File: src/rtl/core/csort_pkg.sv
// ----------------------------------------------------------------------------
// csort_pkg
// Types shared by the counting sort front, back and top level, and the back's state codes.
// ----------------------------------------------------------------------------
`default_nettype none

package csort_pkg;

  localparam int KEY_W = 8;

  typedef logic [KEY_W-1:0] key_t;

  typedef struct packed {
    key_t key;
    logic last;
  } item_t;

  typedef struct packed {
    key_t key;
    logic last;
    logic ovf;
  } result_t;

  typedef enum logic [2:0] {
    ST_CLEAR,
    ST_IDLE,
    ST_COUNT,
    ST_WALK_RD,
    ST_WALK_CNT,
    ST_WALK_EMIT
  } state_t;

endpackage

`default_nettype wire

File: src/rtl/core/csort_ram.sv
// ----------------------------------------------------------------------------
// csort_ram
// Generic simple dual-port RAM: one write port, one read port, registered read.
// ----------------------------------------------------------------------------
`default_nettype none

module csort_ram #(
  parameter int WIDTH = 8,
  parameter int DEPTH = 256
) (
  input  wire logic                                    clk,
  input  wire logic                                    we,
  input  wire logic [((DEPTH > 1) ? $clog2(DEPTH) : 1)-1:0] waddr,
  input  wire logic [WIDTH-1:0]                        wdata,
  input  wire logic [((DEPTH > 1) ? $clog2(DEPTH) : 1)-1:0] raddr,
  output logic      [WIDTH-1:0]                        rdata
);

  logic [WIDTH-1:0] mem [DEPTH];

  always_ff @(posedge clk) begin
    if (we) begin
      mem[waddr] <= wdata;
    end
    rdata <= mem[raddr];
  end

endmodule

`default_nettype wire

File: src/rtl/core/csort_front.sv
// ----------------------------------------------------------------------------
// csort_front
// Input side: accept keys, clamp them to the top key and queue them in a
// two-entry FIFO for the histogram engine.
// ----------------------------------------------------------------------------
`default_nettype none

module csort_front #(
  parameter int TOP_KEY = 255
) (
  input  wire logic             clk,
  input  wire logic             rst,
  input  wire logic             s_tvalid,
  output logic                  s_tready,
  input  wire csort_pkg::key_t  s_tdata,
  input  wire logic             s_tlast,
  output logic                  q_valid,
  output csort_pkg::item_t      q_item,
  input  wire logic             q_pop
);

  localparam csort_pkg::key_t TOP_K = csort_pkg::key_t'(TOP_KEY);

  csort_pkg::item_t mem [2];
  logic             wr_ptr;
  logic             rd_ptr;
  logic [1:0]       count;
  logic             push;
  logic             pop;
  csort_pkg::item_t in_item;

  assign s_tready = (count != 2'd2);
  assign push     = s_tvalid && s_tready;
  assign q_valid  = (count != 2'd0);
  assign pop      = q_pop && q_valid;
  assign q_item   = mem[rd_ptr];

  always_comb begin
    in_item.key  = (s_tdata > TOP_K) ? TOP_K : s_tdata;
    in_item.last = s_tlast;
  end

  always_ff @(posedge clk) begin
    if (push) begin
      mem[wr_ptr] <= in_item;
    end
  end

  always_ff @(posedge clk) begin
    if (rst) begin
      wr_ptr <= 1'b0;
      rd_ptr <= 1'b0;
      count  <= 2'd0;
    end else begin
      if (push) begin
        wr_ptr <= ~wr_ptr;
      end
      if (pop) begin
        rd_ptr <= ~rd_ptr;
      end
      case ({push, pop})
        2'b10:   count <= count + 2'd1;
        2'b01:   count <= count - 2'd1;
        default: count <= count;
      endcase
    end
  end

endmodule

`default_nettype wire

File: src/rtl/core/csort_back.sv
// ----------------------------------------------------------------------------
// csort_back
// Histogram engine: count queued keys, up to the batch limit, into the histogram
// RAM, then walk it upward on the last key, emit the sorted batch and zero each entry it reads.
// ----------------------------------------------------------------------------
`default_nettype none

module csort_back #(
  parameter int TOP_KEY   = 255,
  parameter int MAX_ITEMS = 64,
  parameter int DEPTH     = 256,
  parameter int AW        = 8,
  parameter int CW        = 7
) (
  input  wire logic              clk,
  input  wire logic              rst,
  input  wire logic              q_valid,
  input  wire csort_pkg::item_t  q_item,
  output logic                   q_pop,
  input  wire logic              out_free,
  output logic                   res_push,
  output csort_pkg::result_t     res
);

  localparam logic [AW-1:0] TOP_A = AW'(TOP_KEY);
  localparam logic [CW-1:0] LIMIT = CW'(MAX_ITEMS);
  localparam logic [CW-1:0] ONE   = CW'(1);

  csort_pkg::state_t state;
  csort_pkg::state_t state_next;

  logic [AW-1:0] v;
  logic [AW-1:0] key_r;
  logic          last_r;
  logic [CW-1:0] batch_count;
  logic [CW-1:0] rem;
  logic          overflow_seen;

  logic          we;
  logic [AW-1:0] waddr;
  logic [CW-1:0] wdata;
  logic [AW-1:0] raddr;
  logic [CW-1:0] rdata;
  logic [AW-1:0] v_inc;
  logic          fin;

  csort_ram #(
    .WIDTH (CW),
    .DEPTH (DEPTH)
  ) u_hist (
    .clk   (clk),
    .we    (we),
    .waddr (waddr),
    .wdata (wdata),
    .raddr (raddr),
    .rdata (rdata)
  );

  assign v_inc = (v == TOP_A) ? v : v + AW'(1);
  assign fin   = (batch_count == ONE);

  always_comb begin
    state_next = state;
    unique case (state)
      csort_pkg::ST_CLEAR: begin
        if (v == TOP_A) state_next = csort_pkg::ST_IDLE;
      end
      csort_pkg::ST_IDLE: begin
        if (q_valid) begin
          if (batch_count < LIMIT) state_next = csort_pkg::ST_COUNT;
          else if (q_item.last)    state_next = csort_pkg::ST_WALK_RD;
        end
      end
      csort_pkg::ST_COUNT: begin
        state_next = last_r ? csort_pkg::ST_WALK_RD : csort_pkg::ST_IDLE;
      end
      csort_pkg::ST_WALK_RD: begin
        state_next = csort_pkg::ST_WALK_CNT;
      end
      csort_pkg::ST_WALK_CNT: begin
        if (rdata != '0) state_next = csort_pkg::ST_WALK_EMIT;
      end
      csort_pkg::ST_WALK_EMIT: begin
        if (out_free) begin
          if (fin)             state_next = csort_pkg::ST_IDLE;
          else if (rem == ONE) state_next = csort_pkg::ST_WALK_CNT;
        end
      end
      default: state_next = csort_pkg::ST_CLEAR;
    endcase
  end

  always_comb begin
    q_pop    = 1'b0;
    we       = 1'b0;
    waddr    = v;
    wdata    = '0;
    raddr    = v;
    res_push = 1'b0;
    unique case (state)
      csort_pkg::ST_CLEAR: begin
        we = 1'b1;
      end
      csort_pkg::ST_IDLE: begin
        q_pop = q_valid;
        raddr = q_item.key[AW-1:0];
      end
      csort_pkg::ST_COUNT: begin
        we    = 1'b1;
        waddr = key_r;
        wdata = rdata + ONE;
      end
      csort_pkg::ST_WALK_RD: begin
        raddr = v;
      end
      csort_pkg::ST_WALK_CNT: begin
        we    = 1'b1;
        raddr = v_inc;
      end
      csort_pkg::ST_WALK_EMIT: begin
        raddr    = v_inc;
        res_push = out_free;
      end
      default: begin
        q_pop = 1'b0;
      end
    endcase
  end

  always_comb begin
    res.key  = csort_pkg::key_t'(v);
    res.last = fin;
    res.ovf  = fin && overflow_seen;
  end

  always_ff @(posedge clk) begin
    if (rst) begin
      state <= csort_pkg::ST_CLEAR;
    end else begin
      state <= state_next;
    end
  end

  always_ff @(posedge clk) begin
    if (rst) begin
      v             <= '0;
      batch_count   <= '0;
      overflow_seen <= 1'b0;
    end else begin
      unique case (state)
        csort_pkg::ST_CLEAR: begin
          v <= (v == TOP_A) ? '0 : v + AW'(1);
        end
        csort_pkg::ST_IDLE: begin
          if (q_valid && !(batch_count < LIMIT)) overflow_seen <= 1'b1;
        end
        csort_pkg::ST_COUNT: begin
          batch_count <= batch_count + ONE;
        end
        csort_pkg::ST_WALK_CNT: begin
          if (rdata == '0) v <= v_inc;
        end
        csort_pkg::ST_WALK_EMIT: begin
          if (out_free) begin
            batch_count <= batch_count - ONE;
            if (fin) begin
              v             <= '0;
              overflow_seen <= 1'b0;
            end else if (rem == ONE) begin
              v <= v_inc;
            end
          end
        end
        default: begin
          v <= v;
        end
      endcase
    end
  end

  always_ff @(posedge clk) begin
    if (state == csort_pkg::ST_IDLE && q_valid) begin
      key_r  <= q_item.key[AW-1:0];
      last_r <= q_item.last;
    end
    if (state == csort_pkg::ST_WALK_CNT) begin
      rem <= rdata;
    end else if (state == csort_pkg::ST_WALK_EMIT && out_free) begin
      rem <= rem - ONE;
    end
  end

endmodule

`default_nettype wire

File: src/rtl/core/counting_sort_unit.sv
// ----------------------------------------------------------------------------
// counting_sort_unit
// Counting sort of a batch of small unsigned keys through a histogram RAM.
// ----------------------------------------------------------------------------
// Channel | Direction | tdata       | tlast     | tuser
// s_*     | in        | key[7:0]    | batch_end | -
// m_*     | out       | sorted_key  | is_last   | overflowed
//
// Each key is counted by a histogram read, then a write back of its count plus one.
// On the last key the walk reads the first entry, then visits histogram entries
// upward and emits each key as often as it was counted, holding while the output
// is not free, until the whole batch is out. After reset a clearing pass zeroes
// all top key+1 histogram entries before the first key is taken. A two-entry
// input FIFO and the output register let either side stall on its own.
// ----------------------------------------------------------------------------
`default_nettype none

module counting_sort_unit #(
  parameter int KEY_MAX   = 255,
  parameter int MAX_ITEMS = 64
) (
  input  wire logic       clk,
  input  wire logic       rst,
  input  wire logic       s_tvalid,
  output logic            s_tready,
  input  wire logic [7:0] s_tdata,   // [7:0] key
  input  wire logic       s_tlast,
  output logic            m_tvalid,
  input  wire logic       m_tready,
  output logic      [7:0] m_tdata,   // [7:0] sorted_key
  output logic            m_tlast,
  output logic            m_tuser    // [0] overflowed
);

  localparam int TOP_KEY = (KEY_MAX > 255) ? 255 : KEY_MAX;
  localparam int DEPTH   = TOP_KEY + 1;
  localparam int AW      = (DEPTH > 1) ? $clog2(DEPTH) : 1;
  localparam int CW      = $clog2(MAX_ITEMS + 1);

  logic               q_valid;
  csort_pkg::item_t   q_item;
  logic               q_pop;
  logic               out_free;
  logic               res_push;
  csort_pkg::result_t res;

  csort_front #(
    .TOP_KEY (TOP_KEY)
  ) u_front (
    .clk      (clk),
    .rst      (rst),
    .s_tvalid (s_tvalid),
    .s_tready (s_tready),
    .s_tdata  (s_tdata),
    .s_tlast  (s_tlast),
    .q_valid  (q_valid),
    .q_item   (q_item),
    .q_pop    (q_pop)
  );

  csort_back #(
    .TOP_KEY   (TOP_KEY),
    .MAX_ITEMS (MAX_ITEMS),
    .DEPTH     (DEPTH),
    .AW        (AW),
    .CW        (CW)
  ) u_back (
    .clk      (clk),
    .rst      (rst),
    .q_valid  (q_valid),
    .q_item   (q_item),
    .q_pop    (q_pop),
    .out_free (out_free),
    .res_push (res_push),
    .res      (res)
  );

  assign out_free = !m_tvalid || m_tready;

  always_ff @(posedge clk) begin
    if (rst) begin
      m_tvalid <= 1'b0;
    end else if (out_free) begin
      m_tvalid <= res_push;
    end
  end

  always_ff @(posedge clk) begin
    if (res_push) begin
      m_tdata <= res.key;
      m_tlast <= res.last;
      m_tuser <= res.ovf;
    end
  end

endmodule

`default_nettype wire

File: config.mk
export PLATFORM = sky130hd
export DESIGN_NAME = counting_sort_unit
export DESIGN_NICKNAME = d
export VERILOG_FILES = /design/src/rtl/core/csort_pkg.sv /design/src/rtl/core/csort_ram.sv /design/src/rtl/core/csort_front.sv /design/src/rtl/core/csort_back.sv /design/src/rtl/core/counting_sort_unit.sv
export SDC_FILE = /design/constraint.sdc
export NUM_CORES = 2
export LEC_CHECK = 0
export ABC_AREA = 1
export BUFFER_PORTS_ARGS = -buffer_cell sky130_fd_sc_hd__buf_2
export CORE_MARGIN = 3
export CORE_UTILIZATION = 40
export CTS_BUF_LIST = sky130_fd_sc_hd__clkbuf_8
export DETAILED_ROUTE_END_ITERATION = 6
export PLACE_DENSITY = 0.53
export SLEW_MARGIN = 10
export SYNTH_ARGS = -nofsm -noshare
export SYNTH_HDL_FRONTEND = slang
export SYNTH_SLANG_ARGS = --single-unit
File: constraint.sdc
create_clock -name clk -period 11.72 [get_ports clk]
set_clock_uncertainty 0.05 [all_clocks]
set_input_delay 2.93 -clock clk [delete_from_list [all_inputs] [get_ports clk]]
set_output_delay 2.93 -clock clk [all_outputs]
set_load 0.05 [all_outputs]
Word level (Yosys, flattened, before mapping)
Memories as Yosys holds them, arrays and structs flattened. A register that Yosys moved wholly into a read port is not among the register bits.
Index checks and enable logic that the tools add are counted.

cells by class
  bitwise operators = 2
  reduce and logical (&&, ||, !) cells = 24
  order comparisons = 2
  mux-type cells = 39
  equality and inequality tests = 20
  add/subtract/negate cells = 7

operators by type and width
  kind                 count
  $mux 8               8
  $mux 7               4
  $mux 3               8
  $pmux 8 s3           1
  $pmux 3 s6           1
  $pmux 8 s2           1
  $add 7x1->7 const B  2
  $eq 7x1->1 const B   2
  $ne 2x1->1 const B   7
  $pmux 7 s2           1
  $sub 7x1->7 const B  2
  $mux 1               12
  $reduce_bool 2->1    5
  $add 8x1->8 const B  1
  $eq 8x8->1 const B   1
  $gt 8x8->1 const B   1
  $reduce_and 4->1     2
  $logic_not 7->1      1
  $lt 7x7->1 const B   1
  $reduce_bool 7->1    1
  $eq 3x2->1 const B   2
  $eq 3x3->1 const B   2
  $logic_and 1x1->1    6
  $ne 3x1->1 const B   2
  other kinds (18)     20

word-level totals
  memories = 2
  register bits = 50
  RAM bits = 1810

memory list
  name               words  bits a word  read ports  clocked after memory_dff  write ports  line               RTL
  u_back.u_hist.mem  256    7            1           1                         1            csort_ram.sv:19    logic [WIDTH-1:0] mem [DEPTH];
  u_front.mem        2      9            1           1                         1            csort_front.sv:24  csort_pkg::item_t mem [2];

Longest topological paths before layout
  depth after elaboration = 6
  mapped depth = 25

Hierarchy
A second synthesis with hierarchy kept.

unflattened totals
  cell total of the unflattened synthesis = 6696
  area, all modules = 77176.5 um2

by module, submodules not included
  module              area an instance (um2)  cells each  instances  sequential area each (um2)
  csort_ram           73269.0                 6218        1          53951.7
  csort_back          2611.3                  397         1          860.8
  csort_front         953.4                   66          1          640.6
  counting_sort_unit  342.8                   15          1          320.3

Least setup slack after synthesis
No wires, ideal clock.

  path kind = reg-to-reg
  start point = register u_back.state[0]
  end point = memory u_back.u_hist.mem[0][6] (netlist bit) (data pin)
  data required time = 9.570 ns
  library setup time = 2.100 ns
  period minus slack after synthesis = 12.640 ns
  arrival = 10.490 ns
  path buffers = 2
  stages on the path, launching flop included = 6
  setup slack = -0.920 ns
  cell sequence = dfxtp_1 > buf_2 > nor2_1 > nand2_1 > clkbuf_1 > nor3_1

on the way
  longest elaborated chain between the ends = 2

RTL lines
  item                        line               RTL
  start: declaration          csort_back.sv:29   csort_pkg::state_t state;
  start signal: assignment    csort_back.sv:138  state <= csort_pkg::ST_CLEAR;
  start signal: assignment    csort_back.sv:140  state <= state_next;
  $eq 3x2->1                  csort_back.sv:100  unique case (state)
  $mux 7                      csort_back.sv:100
  via u_back.u_hist.wdata[6]  csort_ram.sv:14    input wire logic [WIDTH-1:0] wdata,
  end: declaration            csort_ram.sv:19

The timed path passes the listed nets, and every way through them passes these cells.

Worst setup path after layout
  start point = register u_back.v[1]
  end point = register u_back.u_hist.rdata[5], read port of u_back.u_hist.mem

on the way
  longest elaborated chain between the ends = 3
  elaborated cells on any way between the ends = 4
  classes of those cells = 1 x add/sub; 1 x eq/ne; 2 x mux

RTL lines
  item                                              line               RTL
  start: declaration                                csort_back.sv:32   logic [AW-1:0] v;
  start signal: assignment                          csort_back.sv:152  v <= (v == TOP_A) ? '0 : v + AW'(1);
  start signal: assignment                          csort_back.sv:161  if (rdata == '0) v <= v_inc;
  start signal: assignment                          csort_back.sv:170  v <= v_inc;
  $add 8x1->8 / $eq 8x8->1 (equally long branches)  csort_back.sv:59   assign v_inc = (v == TOP_A) ? v : v + AW'(1);
  $mux 8                                            csort_back.sv:59
  $pmux 8 s2 *                                      csort_back.sv:100
  end: declaration                                  csort_ram.sv:16    output logic [WIDTH-1:0] rdata

Every way passes the cells marked *; elsewhere a longest branch is shown, timed or not.
A chain may end at the register's enable or synchronous reset.

==> flow_summary.json <==
{
  "final_nets": 6910,
  "dpl_cell_area_sq_um": 79900,
  "post_synth.cell_area_avg_sq_um": 11.3,
  "grt_start_max_net_pins": 203,
  "yosysSeqAreaShare": 0.716,
  "ctsResizeCount": 0,
  "post-route-util": 0.443,
  "crit_fanout": 98,
  "synth_commonest_cells": "nand2_1, edfxtp_1, nand3_1, nor2_1, buf_2",
  "clk_latency_ps": 1020,
  "port_buffers": 24,
  "required_ps": 12620,
  "syn-cell-area_sq_um": 77900,
  "cpMaxStageDelayCell": "buf_4",
  "rsz0062_at_grt": "no",
  "syn_nets": 6918,
  "ios": 25,
  "relSlewSlack": 0.183,
  "synthTopCellsByArea": "edfxtp_1, nand2_1, nand3_1",
  "synthCells": 6895,
  "cpMostUsedCell": "nand2_1",
  "coreArea_sq_um": 193000,
  "initial_core_util": 0.404,
  "netlist.area_leader.share": 0.708,
  "tightest_slew_ps": 1230,
  "synth_top_family_by_area": "simple AND/OR/NAND/NOR gates",
  "ys.flop_type": "edfxtp_1",
  "dieWidth_microns": 447,
  "fin_crit_sh": 0.587,
  "synth_edf_count": 1836,
  "avgRoutedWirePerCell_microns": 23.4,
  "cts_buffers": 332,
  "critPathArrivalTime_ps": 7780,
  "cp_top_family": "simple AND/OR/NAND/NOR gates",
  "antenna_found_initial": 2,
  "place_ws_ps": 4960,
  "synth_cell_types": 49,
  "grt_first_pass_wirelength_microns": 336000,
  "synthAdderAreaFrac": 0.00161,
  "drt_pass1_iterations": 5,
  "slew_violations": 0,
  "post_cts_buffers": 0,
  "dpl.hpwl_microns": 121000,
  "yosysMostFrequentCell": "nand2_1",
  "status": "complete, no violations",
  "ys_seq_elements": 1868,
  "fin_area_sq_um": 85600,
  "htreeDepth": 5,
  "finalWorstSetupSlack_ps": 4840,
  "rows": 161,
  "fp.dieH_microns": 447,
  "yosys_warnings": 0,
  "synthXorXnorAreaFrac": 0.000899,
  "die_area_sq_um": 200000,
  "synth_compound_area_frac": 0.00774,
  "wl_microns": 226000,
  "ys_async_sr_fraction": 0,
  "drive_above_1_share": 0.0753,
  "ant_nets": 0,
  "n_fill_cell": 18000,
  "clk_pin_slew_ps": 60,
  "setup_viol": 0,
  "hp-class": "reg2reg",
  "area_delta_synth_final_pct": 9.87,
  "cts.path.max_buffers": 4,
  "place.gp.congestion": 0.824,
  "grt_util_all_layers": 0.224,
  "grt-ovfl-total": 0,
  "yosys.area.top_type": "edfxtp_1",
  "critical_path_class": "reg2reg",
  "tritoncts": "built",
  "drc": 0,
  "crit_path_max_incr_delay_ps": 980,
  "endpoint_kind": "register",
  "hold_violations": 0,
  "setup-tns-final_ps": 0,
  "clock-sinks": 1868,
  "cp-start-kind": "register",
  "fmax_ghz": 0.145,
  "synth.area.mux_share": 0.000675,
  "fin_crit_ps": 6880,
  "grt_pass1_vias": 50800,
  "vias_per_cell": 5.40,
  "clock_tree.root_cell": "clkbuf_8",
  "hold_buffers": 0,
  "worstPathCellList": "ha_1 -> nand2_1 -> nor2_2 -> nand2_1 -> ha_1 -> nor2_1 -> nor2_1 -> nand2_8 -> nand2_8 -> buf_4 -> buf_4 -> buf_4 -> nand2_1 -> nand2_1 -> nand2_1 -> nand2_1 -> nand2_1 -> nand3_1 -> nand3_1 -> nand3_1 -> nand3_1 -> nand2_1 -> nand2_1 -> nand2_1",
  "synth-simple-area-share": 0.238,
  "critPathBufInv": 3,
  "vias": 52200,
  "max-cap-violations": 0,
  "drtIter0Drc": 5212
}
-- logic make-up (layout without fill, tap and decap cells) --
family,count (synthesis),in the layout
buffers and inverters,585,822
AND/OR/NAND/NOR,4314,4314
AO/OA/AOI/OAI,105,105
multiplexers,5,5
other,0,2
XOR/XNOR,8,8
adder cells (fa/ha/maj),10,10
flip-flops,1868,1868
-- worst register-to-register path: stages (launching register included) --
cell	delay, ps
dfxtp_1	450
ha_1	240
nand2_1	70
nor2_2	180
nand2_1	270
ha_1	380
nor2_1	50
nor2_1	280
nand2_8	380
nand2_8	740
buf_4	1010
buf_4	1050
buf_4	640
nand2_1	120
nand2_1	80
nand2_1	50
nand2_1	110
nand2_1	50
nand3_1	130
nand3_1	100
nand3_1	100
nand3_1	90
nand2_1	80
nand2_1	60
nand2_1	70
-- per-layer routing --
metal  global-route usage  part of all wire  wire length (microns)  vias up
met5                    0                 0                      0        -
met4               0.0692             0.025                   5720        0
met3               0.0430             0.069                  15700      331
met2                0.356              0.47                 107000     1798
met1                0.313              0.43                  98500    25900
li1                     -                 -                      -    24100
-- per-stage QoR --
stage | instances | hold slack (ps)
floorplan | 6895 | 372
global placement | 9079 | 386
detailed placement | 9079 | 396
CTS | 9658 | 405
global route | 9659 | 425
finish | 9660 | 400
-- registers in the layout (all words and copies together) (netlist names), named ones only --
signal,flops
u_front.wr_ptr,1
u_back.u_hist.mem,1792
u_front.count,2
m_tlast,1
m_tuser,1
m_tvalid,1
u_back.key_r,8
u_back.u_hist.rdata,7
u_back.rem,7
u_front.rd_ptr,1
u_back.batch_count,7
u_back.state,3
u_back.last_r,1
u_front.mem,18
m_tdata,8
u_back.v,8
u_back.overflow_seen,1
-- cells in the final DEF, fill, tap and decap left out, types with 11 or more instances in the layout --
cell type / count
nor3_1: 11
buf_2: 24
nand4_1: 11
nand2_1: 2275
nand3_1: 1633
clkbuf_8: 346
clkinv_2: 30
o21ai_0: 48
inv_1: 242
clkinv_1: 79
nand3b_1: 46
a21oi_1: 22
edfxtp_1: 1836
buf_4: 73
dfxtp_1: 32
nor2_1: 309
-- final timing paths --
check / slack [ps] / endpoint / cells past startpoint / startpoint
min: 400 / u_back.batch_count[6] / 1 / u_back.batch_count[6]
min reg2reg: 400 / u_back.batch_count[6] / 1 / u_back.batch_count[6]
max: 4840 / u_back.u_hist.rdata[5] / 24 / u_back.v[1]
max reg2reg: 4840 / u_back.u_hist.rdata[5] / 24 / u_back.v[1]
-- cell type report --
class                           instances  area, sq um  area share
Clock buffer                          346         4760      0.0556
Tap cell                             2526         3160      0.0369
Multi-Input combinational cell       4442        19500       0.228
Timing Repair Buffer                  107          868      0.0101
Inverter                              136          529     0.00618
Sequential cell                      1868        55800       0.652
Antenna cell                            2         5.00   0.0000585
Clock inverter                        233          961      0.0112
Power is not shown: default switching activity piles up to over one toggle a cycle in this logic, so the estimate is an artifact.
